===== src/chtd_pkg.sv =====
`timescale 1ns / 1ps

package chtd_pkg;

    // Table geometry
    localparam int CLUSTER_INDEX_BITS = 10;
    localparam int WAYS_PER_CLUSTER   = 4;
    localparam int NUM_CLUSTERS       = 1 << CLUSTER_INDEX_BITS;
    localparam int WAY_BITS           = (WAYS_PER_CLUSTER > 1) ? $clog2(WAYS_PER_CLUSTER) : 1;

    // Command codes
    localparam logic [1:0] CMD_PROBE = 2'd0;
    localparam logic [1:0] CMD_STORE = 2'd1;
    localparam logic [1:0] CMD_CLEAR = 2'd2;

    // Input word
    typedef struct packed {
        logic [1:0]         cmd;
        logic [63:0]        position_key;
        logic [6:0]         search_depth;
        logic signed [15:0] eval_score;
        logic [1:0]         bound_kind;
        logic [15:0]        move_word;
    } t_in;

    // Result word
    typedef struct packed {
        logic               hit;
        logic               written;
        logic signed [7:0]  found_depth;
        logic signed [15:0] found_score;
        logic [1:0]         found_bound;
        logic [15:0]        found_move;
    } t_out;

    // One stored way
    typedef struct packed {
        logic [63:0]        tag;
        logic signed [7:0]  depth;
        logic signed [15:0] score;
        logic [1:0]         bound;
        logic [15:0]        move;
    } t_way;

    // One cluster, a single memory row
    typedef t_way [WAYS_PER_CLUSTER-1:0] t_row;

    // Write-back decision from the lookup logic
    typedef struct packed {
        logic                write;
        logic [WAY_BITS-1:0] way;
    } t_dec;

    localparam t_way WAY_EMPTY = '{tag: 64'd0, depth: -8'sd1, score: 16'sd0,
                                   bound: 2'd0, move: 16'd0};
    localparam t_row ROW_EMPTY = t_row'({WAYS_PER_CLUSTER{WAY_EMPTY}});

    // Result of anything that is not a hit
    localparam t_out OUT_NONE = '{hit: 1'b0, written: 1'b0, found_depth: -8'sd1,
                                  found_score: 16'sd0, found_bound: 2'd0,
                                  found_move: 16'd0};

endpackage


===== src/chtd_lookup.sv =====
`timescale 1ns / 1ps

module chtd_lookup (
    input  chtd_pkg::t_row i_row,
    input  chtd_pkg::t_in  i_item,
    output chtd_pkg::t_dec o_dec,
    output chtd_pkg::t_out o_word
);

    logic                          found;
    logic                          stop;
    logic                          same;
    logic                          skip;
    logic                          chosen;
    logic [chtd_pkg::WAY_BITS-1:0] pick;
    logic signed [7:0]             lowest;
    logic signed [7:0]             new_depth;

    assign new_depth = signed'({1'b0, i_item.search_depth});

    // Probe: first matching way with non-negative depth
    // Store: same-tag way first, else first way of lowest depth
    always_comb begin
        found  = 1'b0;
        stop   = 1'b0;
        same   = 1'b0;
        skip   = 1'b0;
        chosen = 1'b0;
        pick   = '0;
        lowest = '0;
        o_word = chtd_pkg::OUT_NONE;
        o_dec  = '0;

        for (int w = 0; w < chtd_pkg::WAYS_PER_CLUSTER; w++) begin
            if (!found && i_row[w].tag == i_item.position_key && !i_row[w].depth[7]) begin
                found = 1'b1;
                o_word.hit         = 1'b1;
                o_word.found_depth = i_row[w].depth;
                o_word.found_score = i_row[w].score;
                o_word.found_bound = i_row[w].bound;
                o_word.found_move  = i_row[w].move;
            end
            if (!stop) begin
                if (i_row[w].tag == i_item.position_key) begin
                    // deeper same-tag entry blocks the write
                    if (i_row[w].depth > new_depth) begin
                        skip = 1'b1;
                    end else begin
                        pick = chtd_pkg::WAY_BITS'(w);
                        same = 1'b1;
                    end
                    stop = 1'b1;
                end else if (!chosen || i_row[w].depth < lowest) begin
                    lowest = i_row[w].depth;
                    pick   = chtd_pkg::WAY_BITS'(w);
                    chosen = 1'b1;
                end
            end
        end

        // replacement victim deeper than the new result
        if (!same && !skip && i_row[pick].depth > new_depth) begin
            skip = 1'b1;
        end

        case (i_item.cmd)
            chtd_pkg::CMD_PROBE: begin
                o_dec = '0;
            end
            chtd_pkg::CMD_STORE: begin
                o_word        = chtd_pkg::OUT_NONE;
                o_word.written = !skip;
                o_dec.write   = !skip;
                o_dec.way     = pick;
            end
            default: begin
                o_word = chtd_pkg::OUT_NONE;
                o_dec  = '0;
            end
        endcase
    end

endmodule


===== config.mk =====
export PLATFORM = sky130hd
export DESIGN_NAME = chtd_lookup
export DESIGN_NICKNAME = d
export VERILOG_FILES = /design/src/chtd_pkg.sv /design/src/chtd_lookup.sv
export SDC_FILE = /design/constraint.sdc
export NUM_CORES = 1
export LEC_CHECK = 0
export ABC_AREA = 1
export BUFFER_PORTS_ARGS = -buffer_cell sky130_fd_sc_hd__buf_2
export CAP_MARGIN = 10
export CORE_AREA = 4 4 224 226
export DETAILED_ROUTE_END_ITERATION = 10
export DIE_AREA = 0 0 228 230
export PLACE_DENSITY = 0.48
export SYNTH_ARGS = -nofsm -noshare
export SYNTH_HDL_FRONTEND = slang
export SYNTH_SLANG_ARGS = --single-unit

===== constraint.sdc =====
create_clock -name vclk -period 42.9
set_input_delay 12.87 -clock vclk [all_inputs]
set_output_delay 12.87 -clock vclk [all_outputs]
set_load 0.02 [all_outputs]

# [Yosys cells after proc, flatten, opt, wreduce, memory -nomap -nowiden]
# Cells that the tools add are included.
[word_totals] ff_bits=0 inputBits=531
[classes] n_mux=66 n_reduce_logical=25 order_cmp=9 n_eq_ne=5
[ops] cell="$eq 64x64->1" n=4
[ops] cell="$bmux 106 s2" n=1
[ops] cell="$mux 42" n=5
[ops] cell="$pmux 44 s2" n=1
[ops] cell="$mux 8" n=7
[ops] cell="$mux 1" n=41
[ops] cell="$gt 8x8->1" n=5
[ops] cell="$lt 8x8->1" n=3
[ops] cell="$mux 2" n=10
[ops] cell="$logic_not 1->1" n=12
[ops] cell="$logic_and 1x1->1" n=9
[ops] cell="$logic_or 1x1->1" n=3
[ops] cell="$lt 2x3->1 const B" n=1
[ops] cell="$mux 3" n=1
[ops] cell="$eq 2x1->1 const B" n=1
[ops] cell="$logic_not 2->1" n=1

# [Logic depth before layout (Yosys ltp)]
# Gate-level depths: netlist of run 1.
[logic_depth] ltp_word=24 ltp_mapped=66 depth_no_buf=63

# [Least setup slack after synthesis of run 1]
# No wires, ideal clock.
[synth_path] kind="in2out" startpoint="input port i_item[96] in the netlist's numbering" endpoint="output port o_dec[2] in the netlist's numbering" required_ps=30030 t_arrival_ps=19072 setup_slack_ps=10958 stages=56 path_buffers=4 path_cell_list="buf_4 nand2_1 nand2_1 nor2_1 nand2_1 nor2_1 nand2_1 nor2_2 nand2_2 inv_2 clkbuf_1 nor2_1 inv_1 ha_1 a21oi_1 nand2_1 nand2_1 nand2_1 [20 not listed] nand3_1 nand2_2 nand2_4 nand2_4 buf_2 o21ai_1 nand2_1 ha_1 nand2_1 inv_1 a221oi_1 o21ai_0 a21o_1 o311ai_0 nor3_1 nand3_1 nand2_1 inv_1"
[synth_rtl] element="start: declaration" line="chtd_lookup.sv:5" rtl="input chtd_pkg::t_in i_item,"
[synth_rtl] element="end: declaration" line="chtd_lookup.sv:6" rtl="output chtd_pkg::t_dec o_dec,"

==> results of run 1 <==
-- layer usage --
metal / track usage / share of wire / up-vias
met3: 0.0133 / 0.054 / 34
met1: 0.181 / 0.42 / 4415
li1: - / - / 5106
met2: 0.267 / 0.51 / 363
met4: 0.0289 / 0.020 / 2
met5: 0 / 0.00035 / -
-- worst paths after layout --
kind	startpoint	end	depth (start not counted)
worst max-delay path	i_item[47]	o_word[42]	55
worst min-delay path	i_row[323]	o_word[5]	4
-- stage by stage --
| stage | total power [W] | util | std cells |
|---|---|---|---|
| floorplan | 0.0000842 | - | 1304 |
| global placement | 0.000128 | 0.214 | 2398 |
| detailed placement | 0.000131 | 0.214 | 2398 |
| CTS | 0.000131 | 0.214 | 2398 |
| global route | 0.000149 | 0.214 | 2402 |
| finish | 0.000131 | 0.214 | 2402 |
-- layout by cell type, fill, tap and decap left out, types with 13 or more instances in the layout --
| cell | synthesis | layout |
|---|---|---|
| ha_1 | 56 | 56 |
| o21ai_1 | 13 | 13 |
| xnor2_1 | 24 | 24 |
| inv_1 | 162 | 162 |
| a211oi_1 | 35 | 35 |
| nor2_1 | 140 | 140 |
| xor2_1 | 168 | 168 |
| nand3_1 | 69 | 69 |
| inv_2 | 51 | 51 |
| nand4_1 | 16 | 16 |
| nand2_1 | 265 | 264 |
| a21oi_1 | 74 | 74 |
| nor4_1 | 42 | 42 |
| o21ai_0 | 52 | 52 |
| o22ai_1 | 14 | 14 |
| buf_2 | 21 | 544 |
-- final cells by class --
cell class,instances,area share
well taps,622,0.0753
inverters,214,0.0777
repair buffers,550,0.268
diodes,4,0.000969
multi-input cells,1012,0.578
-- tightest hold or removal path, delay by kind of cell --
family / cells / cell delay, ps
buffers and inverters: 2 / 250
and+or+nand+nor: 1 / 90
AOI/OAI and AO/OA: 1 / 50
-- logic make-up after synthesis --
logic type      Yosys count  synth area share
fa+ha+maj                56            0.0972
xor+xnor                192             0.233
compound gates          203             0.161
simple gates            561             0.336
buf+inv                 292             0.172
-- report_power, final --
part	switching [W]	internal, W
clock	0	0.0000000000125
combinational	0.0000776	0.0000537
sequential	0	0
==> out/qor.csv, run 1 <==
stage;metric;value;unit
status;status;finished clean;
run;# Max-Cap Violations;0;
detailed_routing;drt total wl;40500;um
cells_and_area;synthesis-to-finish area growth;43.3;%
setup_path;crit path launch type;input pin;
clocking;cts-stage hold buffer count;0;
power;Leak;5.92;nW
detailed_routing;drt drc;0;
setup_path;Bufs and invs on worst path;9;
cells_and_area;Nets;2365;
die;Placeable Area;48300;um2
clocking;PostCTS Resize Cnt;0;
cells_and_area;fill count;5611;
setup_path;Most Frequent Cell on Critical Path;nand2_1;
synth;most common cell in the netlist;nand2_1;
setup_path;CP top delay family;simple AND/OR/NAND/NOR gates;
sta;RSZ-0062 raised after global routing;no;
setup_path;WS Path Type;in -> out;
synth;share of the synthesized area in the top cell type;0.204;
setup_path;slowest CP cell;buf_4;
synth;post-synthesis sequential area ratio;0;
power;IR drop worst, VDD;0.00888;mV
synth;Synth top cells by count;nand2_1, xor2_1, inv_1;
setup_path;CP arrival;21010;ps
setup_path;CP endpoint kind;primary output;
sta;Setup WS post-layout;9020;ps
sta;endpoints failing hold;0;
synth;syn nets;1891;
sta;setup TNS;0;ps
die;DIE AREA;52400;um2
detailed_routing;routed vias;9920;
synth;Unique masters post-synth;37;
cells_and_area;Post-Layout Inst Area;10300;um2
setup_path;largest stage delay on the critical path;430;ps
grt;global-route wire length before repair;59000;um
detailed_routing;antenna viol nets, final;0;
detailed_routing;DR WL/cell;16.9;um
placement;GP Congestion;0.951;
sta;slew margin rel.;0.249;
die;Initial Util;0.149;
setup_path;WP data required;30030;ps
cells_and_area;seq_cells;0;
placement;Port Buffers;544;
cells_and_area;area of the multi-input gates;5970;um2
sta;fin. max-slew vios;0;
synth;Syn Inst Count;1304;
detailed_routing;post-DR vias/cell;4.13;
synth;YS warnings;0;
setup_path;crit-path max FO;44;
sta;Fmax;29.5;MHz
cells_and_area;layout cells sized above 1;0.349;
grt;vias in the first global route;10000;
die;Site Rows;81;
synth;dominant cells by area after synthesis;xor2_1, nand2_1, ha_1, inv_1, nor2_1;
placement;worst slack at placement;8980;ps
cells_and_area;Clock Buffer Count;0;
placement;Final HPWL DP;36000;um
detailed_routing;violation count after the first detailed-routing iteration;484;
synth;Yosys top cell by area;xor2_1;
synth;Synth Cell Area;7210;um2
sta;Slew @ Worst Pin;1120;ps
sta;minimum clock period;33880;ps
die;chip width;228;um
sta;setup violators final;0;
clocking;# Post-CTS Setup Buffers;0;
grt;antenna violations before repair;7;
grt;grt ovf;0;
placement;DP Area;10300;um2
sta;hold slack;26120;ps
sta;period utilisation layout;0.790;
grt;largest net degree at the start of global routing;72;
die;die height;230;um
die;# IOs;578;
min_path;Min-Delay Path Class;in -> out;
grt;All-Layer GR Usage;0.144;
power;pwr/cell area;12.7;nW/um2
synth;synthesized area per cell;5.53;um2
cells_and_area;Register Area;0;um2
detailed_routing;drt first pass iters;6;
Note: power is estimated with default switching activity, not from simulation.
==> run 2, diff against run 1 <==
==> constraint.sdc (replaced) <==
create_clock -name vclk -period 32.1
set_input_delay 9.63 -clock vclk [all_inputs]
set_output_delay 9.63 -clock vclk [all_outputs]
set_load 0.02 [all_outputs]
==> run 2 against run 1 <==
Flip-flop and latch count unchanged. Worst setup slack got worse by 4300 ps. Via count about the same. Global-route usage is essentially flat. Clock-buffer cell count unchanged. Wire length rose by 0.54%. First-iteration DRC count is 12% lower. Final cell count hardly changed. Utilization barely moved. Worst hold slack worse by 6500 ps.
==> out/qor.csv, run 2 (synthesized netlist as in run 1, its figures left out) <==
stage;metric;value;unit;change
status;status;finished clean;;
grt;All-Layer GR Usage;0.144;;+0.000442
setup_path;crit-path max FO;44;;unchanged
die;Site Rows;81;;unchanged
sta;setup TNS;0;ps;unchanged
grt;grt ovf;0;;unchanged
setup_path;CP arrival;17710;ps;-3300 ps
sta;Slew @ Worst Pin;1150;ps;+31.8 ps
power;pwr/cell area;16.9;nW/um2;+33%
power;P_int;0.0000717;W;+33%
setup_path;WP data required;22470;ps;-7560 ps
setup_path;Worst Setup EP;o_dec[2];;
cells_and_area;synthesis-to-finish area growth;43.4;%;about the same
power;Reg power frac;0;;unchanged
power;IR drop worst, VDD;0.0117;mV;+32%
power;Leak;5.92;nW;about the same
detailed_routing;violation count after the first detailed-routing iteration;425;;-12%
cells_and_area;Post-Layout Inst Area;10300;um2;about the same
min_path;Min-Delay Startpoint;i_row[325];;
die;chip width;228;um;unchanged
detailed_routing;antenna viol nets, final;0;;unchanged
setup_path;Most Frequent Cell on Critical Path;nand2_1;;
cells_and_area;Register Area;0;um2;unchanged
die;DIE AREA;52400;um2;unchanged
die;die height;230;um;unchanged
cells_and_area;fill count;5683;;+1.3%
setup_path;CP endpoint kind;primary output;;
sta;endpoints failing hold;0;;unchanged
sta;Fmax;36.6;MHz;
cells_and_area;Clock Buffer Count;0;;unchanged
grt;global-route wire length before repair;59000;um;unchanged
grt;vias in the first global route;9988;;-0.13%
setup_path;WS Path Type;in -> out;;
sta;slew margin rel.;0.228;;-0.0214
placement;Port Buffers;544;;unchanged
power;Combinational Power Share;1.000;;about the same
min_path;Min-Delay Path Class;in -> out;;
power;Net Switching;0.000103;W;+33%
placement;Final HPWL DP;36000;um;+0.22%
cells_and_area;commonest cells after routing, fill and taps aside;buf_2, nand2_1, xor2_1;;
setup_path;slowest CP cell;buf_4;;
detailed_routing;routed vias;9925;;+0.050%
cells_and_area;layout cells sized above 1;0.349;;unchanged
die;Initial Util;0.149;;unchanged
grt;largest net degree at the start of global routing;72;;unchanged
detailed_routing;drt drc;0;;unchanged
sta;RSZ-0062 raised after global routing;no;;
detailed_routing;drt total wl;40700;um;+0.54%
detailed_routing;post-DR vias/cell;4.13;;about the same
setup_path;largest stage delay on the critical path;450;ps;+20 ps
grt;antenna violations before repair;9;;+2
run;# Max-Cap Violations;0;;unchanged
sta;Setup WS post-layout;4760;ps;-4260 ps
placement;worst slack at placement;4690;ps;-4280 ps
detailed_routing;DR WL/cell;16.9;um;+0.45%
die;Placeable Area;48300;um2;unchanged
placement;DP Area;10300;um2;unchanged
setup_path;Critical Path Start;i_item[75];;
cells_and_area;area of the multi-input gates;5970;um2;unchanged
cells_and_area;seq_cells;0;;unchanged
setup_path;crit path launch type;input pin;;
power;clock share of power;0;;unchanged
cells_and_area;commonest non-fill, non-tap cell in the layout;buf_2;;
placement;placed cells;2398;;unchanged
cells_and_area;Nets;2365;;unchanged
cells_and_area;Final Non-Filler Cells;2404;;+0.083%
sta;minimum clock period;27340;ps;
placement;GP Congestion;0.942;;-0.94%
clocking;PostCTS Resize Cnt;0;;unchanged
sta;period utilisation layout;0.852;;
die;# IOs;578;;unchanged
clocking;cts-stage hold buffer count;0;;unchanged
clocking;# Post-CTS Setup Buffers;0;;unchanged
sta;fin. max-slew vios;0;;unchanged
power;sw frac;0.590;;-0.00103
sta;setup violators final;0;;unchanged
detailed_routing;drt first pass iters;5;;-1
==> run 2: cell type report <==
cell class	count	share of cell area
multi-input cells	1012	0.578
repair buffers	550	0.268
inverters	214	0.0777
well taps	622	0.0753
diodes	6	0.00145
==> run 2: routing by layer <==
metal / vias to the layer above / track usage / share of wire
met5: - / 0 / 0.00017
met3: 51 / 0.0212 / 0.057
met1: 4419 / 0.176 / 0.41
met4: 2 / 0.0390 / 0.031
met2: 345 / 0.263 / 0.50
li1: 5108 / - / -
==> run 2: worst min path at each step <==
| stage | slack [ps] | cells past startpoint | to |
|---|---|---|---|
| 4_1_cts | 19640 | 4 | o_word[27] |
| 2_1_floorplan | 19440 | 2 | o_dec[0] |
| 5_1_grt | 19660 | 4 | o_word[20] |
| 3_5_place_dp | 19640 | 4 | o_word[27] |
| 6_report | 19640 | 4 | o_word[7] |
| 3_3_place_gp | 19640 | 4 | o_word[7] |
==> run 2: critical path, delay by kind of cell <==
kind | cells | cell delay, ps
and+or+nand+nor | 28 | 3160
adders and majority gates | 4 | 1080
AOI/OAI and AO/OA | 15 | 2270
buffers and inverters | 10 | 1460
==> run 2: power groups by stage <==
| stage | Combinational, W | Sequential, W | Clock, W |
|---|---|---|---|
| finish | 0.000175 | 0 | 0.0000000000251 |
| global placement | 0.000171 | 0 | 0 |
| floorplan | 0.000113 | 0 | 0 |
| detailed placement | 0.000174 | 0 | 0 |
| CTS | 0.000175 | 0 | 0 |
| global route | 0.000199 | 0 | 0.0000000000250 |
==> run 2: stage by stage <==
step | power [W] | hold slack (ps) | util
3_5_place_dp | 0.000174 | 19640 | 0.214
2_1_floorplan | 0.000113 | 19440 | -
3_3_place_gp | 0.000171 | 19640 | 0.214
5_1_grt | 0.000199 | 19660 | 0.214
4_1_cts | 0.000175 | 19640 | 0.214
6_report | 0.000175 | 19640 | 0.214
