===== src/chtd_ram.sv =====
`timescale 1ns / 1ps

module chtd_ram #(
    parameter int WIDTH = 8,
    parameter int DEPTH = 16
) (
    input  logic                     i_clk,
    input  logic                     i_we,
    input  logic [$clog2(DEPTH)-1:0] i_waddr,
    input  logic [WIDTH-1:0]         i_wdata,
    input  logic [$clog2(DEPTH)-1:0] i_raddr,
    output logic [WIDTH-1:0]         o_rdata
);

    logic [WIDTH-1:0] r_mem [DEPTH];
    logic [WIDTH-1:0] r_rdata;

    // One write port, one registered read port
    always_ff @(posedge i_clk) begin
        if (i_we) begin
            r_mem[i_waddr] <= i_wdata;
        end
        r_rdata <= r_mem[i_raddr];
    end

    assign o_rdata = r_rdata;

endmodule


===== config.mk =====
export PLATFORM = sky130hd
export DESIGN_NAME = chtd_ram
export DESIGN_NICKNAME = d
export VERILOG_FILES = /design/src/chtd_ram.sv
export SDC_FILE = /design/constraint.sdc
export NUM_CORES = 1
export LEC_CHECK = 0
export BUFFER_PORTS_ARGS = -buffer_cell sky130_fd_sc_hd__buf_2
export CAP_MARGIN = 20
export CORE_UTILIZATION = 50
export DETAILED_ROUTE_END_ITERATION = 10
export GPL_TIMING_DRIVEN = 1
export PLACE_DENSITY = 0.7
export RECOVER_POWER = 100
export SYNTH_ARGS = -nofsm -noshare
export SYNTH_HDL_FRONTEND = slang
export SYNTH_SLANG_ARGS = --single-unit

===== constraint.sdc =====
create_clock -name i_clk -period 1.95 [get_ports i_clk]
set_clock_uncertainty 0.2 [all_clocks]
set_input_delay 0.39 -clock i_clk [delete_from_list [all_inputs] [get_ports i_clk]]
set_output_delay 0.39 -clock i_clk [all_outputs]
set_load 0.02 [all_outputs]

# --- Word-level counts from Yosys, hierarchy flattened ---
# Memory sizes are Yosys's and may differ from the RTL's. A register that Yosys moved wholly into a read port is not among the register bits.
# Cells that the tools add are included.
classes:
  muxes: 2
ops:
  columns: ["cell", "n"]
  rows:
  - ["1-bit two-way mux", 2]
word_totals:
  ramBits: 128
  regBits: 0
  memories: 1
  word_cells: 3
mem_list:
  columns: ["memory", "words", "width", "read_ports", "rd_clocked_by_memory_dff", "write_ports", "line_no", "source"]
  rows:
  - ["r_mem", 16, 8, 1, 1, 1, "15", "logic [WIDTH-1:0] r_mem [DEPTH];"]

# --- Depth between registers and ports, before layout ---
# Gate-level depths: netlist of run 1.
logic_depth:
  word_depth: 2
  ltp_mapped: 5
  mapped_depth_nobuf: 3

# --- Least setup slack after synthesis of run 1 ---
# No wires, ideal clock.
synth_path:
  path_type: "in2reg"
  start: "input port i_waddr[2]"
  end: "memory r_mem[0][0], enable pin"
  path_stages: 2
  required_ns: 1.367
  t_arrival_ns: 1.500
  path_slack_ns: -0.133
  path_cell_list: "or3b_2 nor3_1"
synth_rtl:
  columns: ["item", "line_no", "source"]
  rows:
  - ["start: declaration", "9", "input logic [$clog2(DEPTH)-1:0] i_waddr,"]
  - ["end: declaration", "15", null]
# No word-level cell before the write port.

# --- Worst setup path after layout of run 1 ---
layout_path:
  start: "register r_rdata[7] (netlist: o_rdata[7]), read port of r_mem"
  end: "output port o_rdata[7]"
layout_rtl:
  columns: ["item", "line_no", "source"]
  rows:
  - ["start: declaration", "16", "logic [WIDTH-1:0] r_rdata;"]
  - ["end: declaration", "12", "output logic [WIDTH-1:0] o_rdata"]
# No word-level cell between the ends.

==> results.txt, run 1 <==
* Outcome: completed
- Before CTS, the worst setup slack after placement is -19.8 ps.
- Total Routed Length: 9530 um
- Die footprint: 0.0107 mm^2
* Flops & latches, synth: 136
- Number of gates given a new drive strength after cts: 0
- After synthesis, the netlist uses 19 different library cells.
- Of all nets on the critical path, the largest fanout is 1.
- In the final layout, the multi-input gates occupy 0.00106 mm^2.
- For this run, design rule violations remaining after detail routing come to 0.
* Post-route worst setup slack: 266 ps
* Total I/O pin count: 26
- STA classifies the critical path endpoint as a primary output.
- Cell row count: 36
- Ranked by total cell area, the synthesized netlist is headed by sky130_fd_sc_hd__edfxtp_1, sky130_fd_sc_hd__mux4_2, sky130_fd_sc_hd__mux4_1.
* First-pass GRT wire length: 13900 um
* CP Buf/Inv Count: 1
* Worst min path class: input pin to register
* Worst-case headroom to the max-slew limit: 51.4%
- Antenna violations before repair: 0
* Final period util: 86.3%
- Dpl hpwl: 6160 um
- At the end of routability-driven placement, the weighted congestion stood at 0.801.
- Entering global routing, the biggest net connects 23 pins.
- Worst path slowest cell: sky130_fd_sc_hd__dfxtp_1
* Clock sink count: 136
- Grouping stages by cell kind, the critical path spends the most delay in flip-flops.
- Number of setup violations in the final report: 0
- In the post-synthesis netlist, the cell with the most instances is sky130_fd_sc_hd__edfxtp_1.
- Global routing finished with a remaining overflow of 0.
* Horiz. Die Dim: 103 um
- Walking the worst path, the cells encountered are clkbuf_1.
- The core region is 0.00986 mm^2.
* Area leader, netlist: sky130_fd_sc_hd__edfxtp_1
* CTS Buffer Depth: 2
- Worst vdd ir: 0.000456 V
- Of the cells placed in the final design, the portion with a size suffix greater than 1 is 21.0%.
* Area added between synthesis and finish: 18.8%
- Wire length per cell: 21.8 um
- After synthesis, the share of flip-flops with an asynchronous set or reset is 0%.
- Post-layout minimum cycle time: 1680 ps
- The top cell type by area accounts for 74.7% of the synthesized area.
- The cell area that synthesis handed to floorplanning was 0.00515 mm^2.
* Seq. cell area: 0.00400 mm^2
- Clock-pin slew was measured on the worst setup and hold paths at 60 ps.
* CTS Buf Count: 17
- Once the floorplan was initialized, standard cells occupied 52.2% of the core.
* Hold slack: 216 ps
* Post-DRT Antenna Nets: 0
- Final hold violations: 0
- The tree is rooted in a sky130_fd_sc_hd__clkbuf_8.
- Highest cell delay on the worst timing path: 360 ps
- Hold repair after CTS inserted 0 buffers.
* Number of global-route vias before repair: 2474
* Diode insertion count for antenna repair: 0
- Power density over the cells: 1100 mW/mm^2
* Port bufs: 25
- Post-CTS setup buffers: 0
- Unrepaired setup endpoints after global routing: no
* Total Routing Usage GR: 19.5%
- Yosys mapped a number of flops with a built-in enable equal to 128.
* Initial drt markers: 170
* Later-pin clock latency in the skew report: 500 ps
* Dominant synthesized flop cell: sky130_fd_sc_hd__edfxtp_1
* Height of the die: 103 um
* Clock tree from TritonCTS: yes
- Timing would allow up to 0.594 GHz.
* Total number of nets in the final design: 310
- Critical setup path kind: register to primary output
- Initial DRT Pass Iterations: 4
* Mapped Nets: 247
* Actual slew at the worst max-slew pin: 730 ps
- In the routed layout, each cell is associated on average with a via count of 5.62.
- Number of H-tree levels: 4
- Fill cell count: 681
- Ranked by instance count, the synthesized netlist is headed by sky130_fd_sc_hd__edfxtp_1, sky130_fd_sc_hd__mux4_2, sky130_fd_sc_hd__a22oi_1, sky130_fd_sc_hd__mux4_1, sky130_fd_sc_hd__nor2_1.
- During synthesis, Yosys emitted a total of 0 warnings.
- STA puts the critical path data arrival time at 1090 ps.
- The worst setup path is launched from a register.
- Sequential cells were found to cover 77.8% of the synthesized design area.
* Leakage power: 2.01 nW
- Cell count after synthesis: 229
- Final slew viol count: 0
* Required arrival time at the worst endpoint: 1360 ps
- Max-cap violations in this run came to 0.
* Post-synthesis area per instance: 22.5 um^2
- Vias: 2463
[path summary, 6_finish.rpt]
path	slack (ps)	start	to	cells after the start
hold / removal	220	i_wdata[5]	r_mem[7][5]$_DFFE_PP_	1
hold reg to reg	470	r_mem[14][1]$_DFFE_PP_	o_rdata[1]$_DFF_P_	3
setup reg to reg	380	r_mem[5][0]$_DFFE_PP_	o_rdata[0]$_DFF_P_	3
setup / recovery	270	o_rdata[7]$_DFF_P_	o_rdata[7]	1
[metrics by stage]
stage	total power [mW]	instances	instance area, um^2	util (%)	setup TNS [ps]
after floorplan	3.53	229	5150	-	0
after global placement	3.68	406	5630	57.0	-33.9
after detailed placement	3.69	406	5630	57.0	-34.0
after CTS	6.78	438	6210	63.0	0
after global routing	6.91	438	6110	62.0	0
final	6.72	438	6110	62.0	0
[layout by cell type (no fill, tap or decap)]
cell type,count
sky130_fd_sc_hd__edfxtp_1,128
sky130_fd_sc_hd__clkbuf_1,40
sky130_fd_sc_hd__mux4_2,18
sky130_fd_sc_hd__a22oi_1,16
sky130_fd_sc_hd__clkbuf_16,16
sky130_fd_sc_hd__mux4_1,14
sky130_fd_sc_hd__nor2_1,13
sky130_fd_sc_hd__nand2_1,9
sky130_fd_sc_hd__dfxtp_1,8
sky130_fd_sc_hd__buf_2,6
sky130_fd_sc_hd__buf_4,6
sky130_fd_sc_hd__nor3_1,4
sky130_fd_sc_hd__buf_12,4
sky130_fd_sc_hd__bufinv_16,3
sky130_fd_sc_hd__clkinvlp_4,3
sky130_fd_sc_hd__clkinv_4,3
sky130_fd_sc_hd__nand3b_1,2
sky130_fd_sc_hd__nand2b_1,2
sky130_fd_sc_hd__clkbuf_8,2
sky130_fd_sc_hd__clkinv_2,2
sky130_fd_sc_hd__nor2b_1,1
sky130_fd_sc_hd__and2_1,1
sky130_fd_sc_hd__and2b_1,1
sky130_fd_sc_hd__nand3_1,1
sky130_fd_sc_hd__or3b_2,1
sky130_fd_sc_hd__clkinv_1,1
[metal layers]
layer  global-route usage (%)  wire [um]  up-vias
li1                         -          -     1105
met2                     31.3       4910       76
met3                     3.63        446        4
met1                     26.1       4110     1278
met5                        0          0        -
met4                     9.10         63        0
[cell families (layout without fill, tap and decap cells)]
| logic type | count (synthesis) | in the layout | share of synthesized area (%) |
|---|---|---|---|
| muxes | 32 | 32 | 15.0 |
| AOI/OAI and AO/OA | 16 | 16 | 2.33 |
| buffers and inverters | 10 | 86 | 1.68 |
| DFF | 136 | 136 | 77.8 |
| and+or+nand+nor | 35 | 35 | 3.18 |
[cell type report]
cell class	count	area share [%]
Multi-Input combinational cell	83	17.3
Clock inverter	12	2.50
Timing Repair Buffer	54	4.87
Tap cell	133	2.72
Sequential cell	136	65.5
Clock buffer	20	7.12
[state kept, by name, summed over array words and instances, names as in the netlist]
name	cells
o_rdata	8
r_mem	128
[report_power, final]
group	switching (mW)	internal, mW
Sequential	0.0197	3.27
Clock	1.13	1.98
Combinational	0.191	0.133
Power figures use the tool's default switching activity.
==> run 2: changes to the inputs <==
--- a/config.mk
+++ b/config.mk
@@ -7,6 +7,7 @@
 export LEC_CHECK = 0
 export BUFFER_PORTS_ARGS = -buffer_cell sky130_fd_sc_hd__buf_2
 export CAP_MARGIN = 20
+export CORE_ASPECT_RATIO = 1.4
 export CORE_UTILIZATION = 50
 export DETAILED_ROUTE_END_ITERATION = 10
 export GPL_TIMING_DRIVEN = 1
==> run 2 against run 1 <==
Against the previous run:
- sequential power about the same
- critical path depth increased by 3
- worst hold slack improved by 52 ps
- power increased by 2.3%
- highest routed layer unchanged
- fmax decreased by 2.2%
- critical path type is now input pin to register
- global-route usage increased by 0.69 points
- count of clock-buffer cells in the layout increased by 2
- die area about the same
==> results.txt, run 2 (synthesized netlist as in run 1, its figures left out) <==
- The highest net fanout along the worst path is 8 (was 1).
- Initial DRT Pass Iterations: 4 (unchanged)
- Worst-case headroom to the max-slew limit: 52.9% (was 51.4%)
- Commonest non-fill, non-tap cell in the layout: sky130_fd_sc_hd__edfxtp_1 (unchanged)
- The horizontal die dimension came to 87.8 um (was 103 um).
- The total global-route track usage was 20.2% (was 19.5%).
- Max FFs per register: 128 (unchanged)
- The total wirelength of the detailed-routed design is 9480 um (was 9530 um).
- Register with the most flip-flops: r_mem (unchanged)
* Placer's final routability congestion estimate: 0.769 (was 0.801)
* Remaining global-route overflow: 0 (unchanged)
- The clock root buffer is sky130_fd_sc_hd__clkbuf_16 (was sky130_fd_sc_hd__clkbuf_8).
- Clock edge transition at the registers on the reported setup and hold paths: 50 ps (was 60 ps)
- Max-capacitance violation count: 0 (unchanged)
- Post-CTS Hold Fix Bufs: 0 (unchanged)
- Worst min path class: input pin to register (unchanged)
* Post-CTS setup buffers: 0 (unchanged)
- The count of port buffers added during placement is 25 (unchanged).
- Vias: 2454 (was 2463)
- The total number of clock tree sinks is 136 (unchanged).
- The count of final setup violators came to 0 (unchanged).
- The initial antenna violation count is 0 (unchanged).
- Timing-limited maximum frequency: 0.581 GHz (was 0.594 GHz)
* Post-DRT Antenna Nets: 0 (unchanged)
- The top-level port count was 26 (unchanged).
* Floorplan core area: 0.00995 mm^2 (was 0.00986 mm^2)
- The wire length per cell was 21.5 um (was 21.8 um).
* Number of gates given a new drive strength after cts: 0 (unchanged)
- The effective utilization at floorplan is 51.7% (was 52.2%).
* Cell row count: 43 (was 36)
* Register-to-register path setup slack: 400 ps (was 380 ps)
- The half-perimeter wire length after placement is 6310 um (was 6160 um).
- Final std cells w/o fill: 441 (was 438)
* Required arrival time at the worst endpoint: 1790 ps (was 1360 ps)
- The insertion delay to the later sink of the worst-skew pair came to 410 ps (was 500 ps).
- Critical setup path kind: input pin to register (was register to primary output)
* Via count normalized by instance count: 5.56 (was 5.62)
* Clock tree from TritonCTS: yes (unchanged)
* Pwr Total: 6.88 mW (was 6.72 mW)
* Sort of element at the end of the critical path: register (was primary output)
* Outcome: completed (unchanged)
* Launching element type of the critical path: input pin (was register)
- Number of H-tree levels: 4 (unchanged)
- Diode insertion count for antenna repair: 0 (unchanged)
- The number of filler instances in the final layout is 712 (was 681).
- The minimum clock period came to 1720 ps (was 1680 ps).
- The maximum vdd ir drop came to 0.000552 V (was 0.000456 V).
* Largest net degree at the start of global routing: 33 (was 23)
* CTS Buf Count: 17 (unchanged)
* CTS Buffer Depth: 2 (unchanged)
- The global-route wire length before repair was 14500 um (was 13900 um).
* Final slew viol count: 0 (unchanged)
- The cell area power density came to 1120 mW/mm^2 (was 1100 mW/mm^2).
- The DRC marker count from the first detailed-route iteration was 210 (was 170).
- The hold violation count in the final report came to 0 (unchanged).
- Height of the die: 122 um (was 103 um)
- Final period util: 88.3% (was 86.3%)
- The actual slew at the worst max-slew pin was 707 ps (was 730 ps).
- Unrepaired setup endpoints after global routing: no (unchanged)
* Data arrival time of the critical path: 1560 ps (was 1090 ps)
- The area growth from synthesis to final layout is 19.1% (was 18.8%).
- The total DRC errors in the routed layout came to 0 (unchanged).
- Commonest non-fill, non-tap cells in the layout: sky130_fd_sc_hd__edfxtp_1, sky130_fd_sc_hd__clkbuf_1, sky130_fd_sc_hd__mux4_2, sky130_fd_sc_hd__clkbuf_16, sky130_fd_sc_hd__a22oi_1 (was sky130_fd_sc_hd__edfxtp_1, sky130_fd_sc_hd__clkbuf_1, sky130_fd_sc_hd__mux4_2, sky130_fd_sc_hd__a22oi_1, sky130_fd_sc_hd__clkbuf_16)
- Fraction of final layout cells sized beyond drive strength 1: 20.3% (was 21.0%)
- The layout net count came to 311 (was 310).
- The total leakage power was 2.03 nW (was 2.01 nW).
- The number of global-route vias before repair came to 2537 (was 2474).
* Die footprint: 0.0107 mm^2 (about the same)
- The cell count after placement is 409 (was 406).
run 2: path summary, 6_finish.rpt:
path                                             start                     to  cells past startpoint
worst max register to register   r_mem[1][5]$_DFFE_PP_     o_rdata[5]$_DFF_P_                      3
worst min register to register  r_mem[15][0]$_DFFE_PP_     o_rdata[0]$_DFF_P_                      3
worst min-delay path                        i_wdata[5]  r_mem[6][5]$_DFFE_PP_                      1
worst max-delay path                        i_waddr[2]  r_mem[3][7]$_DFFE_PP_                      4
run 2: layout make-up:
type	instances	area, um^2	share of cell area [%]
multi-input cells	83	1060	17.3
well taps	135	169	2.76
repair buffers	55	284	4.63
clock buffers	22	464	7.57
clock inverters	10	150	2.45
flip-flops and latches	136	4000	65.3
run 2: metrics by stage:
step | setup TNS, ps | util, % | setup WS, ps | hold slack, ps | cell area [um^2]
CTS | 0 | 62.7 | 365 | 141 | 6240
detailed placement | -147 | 56.5 | -70.3 | 460 | 5620
finish | 0 | 61.6 | 228 | 268 | 6130
global route | 0 | 61.6 | 169 | 309 | 6130
global placement | -68.6 | 56.5 | -36.1 | 448 | 5620
floorplan | 0 | - | 93.9 | 289 | 5150
run 2: routing by layer:
| layer | track usage, % | share of wire [%] | vias up |
|---|---|---|---|
| li1 | - | - | 1099 |
| met1 | 23.2 | 39 | 1270 |
| met2 | 33.8 | 54 | 67 |
| met3 | 6.37 | 4.2 | 18 |
| met4 | 10.0 | 2.1 | 0 |
| met5 | 0 | 0 | - |
run 2: worst max-delay path, cell delays in order:
cell,delay (ps)
sky130_fd_sc_hd__clkbuf_1,100
sky130_fd_sc_hd__or3b_2,520
sky130_fd_sc_hd__nor2_1,110
sky130_fd_sc_hd__clkbuf_1,440
run 2: power by group:
part / switching [mW] / total [mW] / internal [mW]
combinational: 0.188 / 0.316 / 0.128
sequential: 0.0197 / 3.29 / 3.27
clock: 1.08 / 3.27 / 2.19
==> run 3: changes to the inputs <==
--- a/config.mk
+++ b/config.mk
@@ -11,8 +11,10 @@
 export CORE_UTILIZATION = 50
 export DETAILED_ROUTE_END_ITERATION = 10
 export GPL_TIMING_DRIVEN = 1
-export PLACE_DENSITY = 0.7
+export PLACE_DENSITY = 0.67
 export RECOVER_POWER = 100
+export SLEW_MARGIN = 5
 export SYNTH_ARGS = -nofsm -noshare
 export SYNTH_HDL_FRONTEND = slang
 export SYNTH_SLANG_ARGS = --single-unit
+export TNS_END_PERCENT = 30
==> constraint.sdc (replaced) <==
create_clock -name i_clk -period 1.7 [get_ports i_clk]
set_clock_uncertainty 0.2 [all_clocks]
set_input_delay 0.34 -clock i_clk [delete_from_list [all_inputs] [get_ports i_clk]]
set_output_delay 0.34 -clock i_clk [all_outputs]
set_load 0.02 [all_outputs]
==> run 3 against run 2 <==
Against the previous run:
- non-clock buffer count down 1
- clock power grew 13%
- register-to-register slack worse by 210 ps
- combinational power increased by 18%
- sequential cell count unchanged
- die area is the same
- final area rose by 0.22%
- utilization is 0.14 points higher
- critical path depth up 1
- final cell count is 0.45% lower
- largest cell class unchanged
==> results.txt, run 3 (synthesized netlist as in run 1, its figures left out) <==
* Outcome: completed (unchanged)
- Later-pin clock latency in the skew report: 410 ps (about the same)
* Total Routing Usage GR: 21.0% (was 20.2%)
- Wire length per cell: 22.4 um (was 21.5 um)
* Worst vdd ir: 0.000769 V (was 0.000552 V)
* Number of global-route vias before repair: 2511 (was 2537)
* Final period util: 95.1%
* CTS Buf Count: 17 (unchanged)
* Pwr Total: 7.83 mW (was 6.88 mW)
- The H-tree level count came to 4 (unchanged).
- The half-perimeter wire length after placement was 6370 um (was 6310 um).
- Commonest non-fill, non-tap cells in the layout: sky130_fd_sc_hd__edfxtp_1, sky130_fd_sc_hd__clkbuf_1, sky130_fd_sc_hd__mux4_2, sky130_fd_sc_hd__clkbuf_16, sky130_fd_sc_hd__a22oi_1 (unchanged).
* Cell row count: 43 (unchanged)
- Total I/O pin count: 26 (unchanged)
- The number of iterations in the first detailed-routing pass was 4 (unchanged).
- Number of gates given a new drive strength after cts: 0 (unchanged)
- Max FFs per register: 128 (unchanged)
* Worst min path class: input pin to register (unchanged)
* Sort of element at the end of the critical path: register (unchanged)
- Register with the most flip-flops: r_mem (unchanged)
- Number of setup violations in the final report: 0 (unchanged)
* Clock edge transition at the registers on the reported setup and hold paths: 50 ps (about the same)
- The end-of-flow core utilization came to 61.7% (was 61.6%).
* Worst-case headroom to the max-slew limit: 46.9% (was 52.9%)
- The worst endpoint required time came to 1540 ps (was 1790 ps).
- The met3 wirelength from detailed routing is 540 um (was 394 um).
* Post-CTS Hold Fix Bufs: 0 (unchanged)
- Largest net degree at the start of global routing: 18 (was 33)
* Total number of nets in the final design: 310 (was 311)
- Top metal layer carrying routed signals: met4 (unchanged)
- CTS Buffer Depth: 2 (unchanged)
* Placed Cells incl. Taps: 408 (was 409)
- The worst slack at placement was -216 ps (was -70.3 ps).
- The highest net fanout along the worst path was 8 (unchanged).
- M1 WL: 3840 um (was 3720 um)
- Static timing analysis puts the maximum clock frequency at 0.619 GHz.
* Clock Tree Root: sky130_fd_sc_hd__clkbuf_16 (unchanged)
* Total Routed Length: 9840 um (was 9480 um)
* Vias: 2479 (was 2454)
- The antenna diode instance count was 0 (unchanged).
- Antenna violations before repair: 0 (unchanged)
- The final standard cell area without fillers was 0.00614 mm^2 (was 0.00613 mm^2).
- Max-capacitance violation count: 0 (unchanged)
- Area added between synthesis and finish: 19.3% (was 19.1%)
* Unrepaired setup endpoints after global routing: no (unchanged)
* Actual slew at the worst max-slew pin: 793 ps (was 707 ps)
- The total DRC errors in the routed layout was 0 (unchanged).
* Leakage power: 2.05 nW (was 2.03 nW)
- The mean number of vias per cell came to 5.65 (was 5.56).
- Post-CTS setup buffers: 0 (unchanged)
- Final slew viol count: 0 (unchanged)
- Floorplan core area: 0.00995 mm^2 (unchanged)
- The number of cells in the finished layout apart from fillers was 439 (was 441).
- Port bufs: 25 (unchanged)
- Clock sink count: 136 (unchanged)
- Height of the die: 122 um (unchanged)
- The total congestion overflow came to 0 (unchanged).
- Register-to-register path setup slack: 190 ps (was 400 ps)
* First-pass GRT wire length: 14800 um (was 14500 um)
* Initial standard-cell utilization of the core: 51.7% (unchanged)
* Power density over the cells: 1270 mW/mm^2 (was 1120 mW/mm^2)
- The final setup TNS came to 0 ps (unchanged).
- The instance area at placement came to 0.00564 mm^2 (was 0.00562 mm^2).
* Clock tree from TritonCTS: yes (unchanged)
* Launching element type of the critical path: input pin (unchanged)
- Initial drt markers: 228 (was 210)
* Die footprint: 0.0107 mm^2 (unchanged)
- The hold violation count in the final report came to 0 (unchanged).
- The setup slack after layout was 84.0 ps (was 228 ps).
* Placer's final routability congestion estimate: 0.771 (was 0.769)
- The met2 layer wire length in the routed design is 5320 um (was 5160 um).
- Horiz. Die Dim: 87.8 um (unchanged)
* Critical setup path kind: input pin to register (unchanged)
- Commonest non-fill, non-tap cell in the layout: sky130_fd_sc_hd__edfxtp_1 (unchanged)
- Post-layout minimum cycle time: 1620 ps
- The arrival time of the worst setup path came to 1460 ps (was 1560 ps).
- Hold slack: 233 ps (was 268 ps)
* Post-DRT Antenna Nets: 0 (unchanged)
* Fraction of final layout cells sized beyond drive strength 1: 23.0% (was 20.3%)
-- run 3: cell types whose count changed in the layout (fill, tap and decap cells not counted), sizes merged --
cell,change
clkinv,+1
clkbuf,-4
buf,+1
-- run 3: path summary, 6_finish.rpt --
kind	start	end	cells after the start
worst max-delay path	i_waddr[2]	r_mem[10][0]$_DFFE_PP_	5
worst min-delay path	i_wdata[5]	r_mem[14][5]$_DFFE_PP_	1
worst max register to register	r_mem[1][1]$_DFFE_PP_	o_rdata[1]$_DFF_P_	3
worst min register to register	r_mem[13][4]$_DFFE_PP_	o_rdata[4]$_DFF_P_	3
-- run 3: where the power goes --
part	leakage (nW)	internal (mW)	total (mW)	switching, mW
logic	0.540	0.155	0.374	0.219
clock network	0.290	2.42	3.68	1.26
registers	1.22	3.75	3.78	0.0227
-- run 3: critical path, stage by stage --
cell and delay [ps]:
sky130_fd_sc_hd__buf_2 100, sky130_fd_sc_hd__clkbuf_4 130, sky130_fd_sc_hd__nand3b_1 220, sky130_fd_sc_hd__nor2_1 140, sky130_fd_sc_hd__clkbuf_1 520
-- run 3: final cells by class --
cell class	instances	area, um^2
tap	135	169
fill	704	3810
timing repair buffer	54	320
clock inverter	11	155
sequential	136	4000
clock buffer	20	437
multi-input combinational	83	1060
-- run 3: metal layers --
layer,up-vias,track usage [%]
met5,-,0
met4,0,9.63
met3,9,5.56
met2,92,36.0
met1,1276,24.5
li1,1102,-
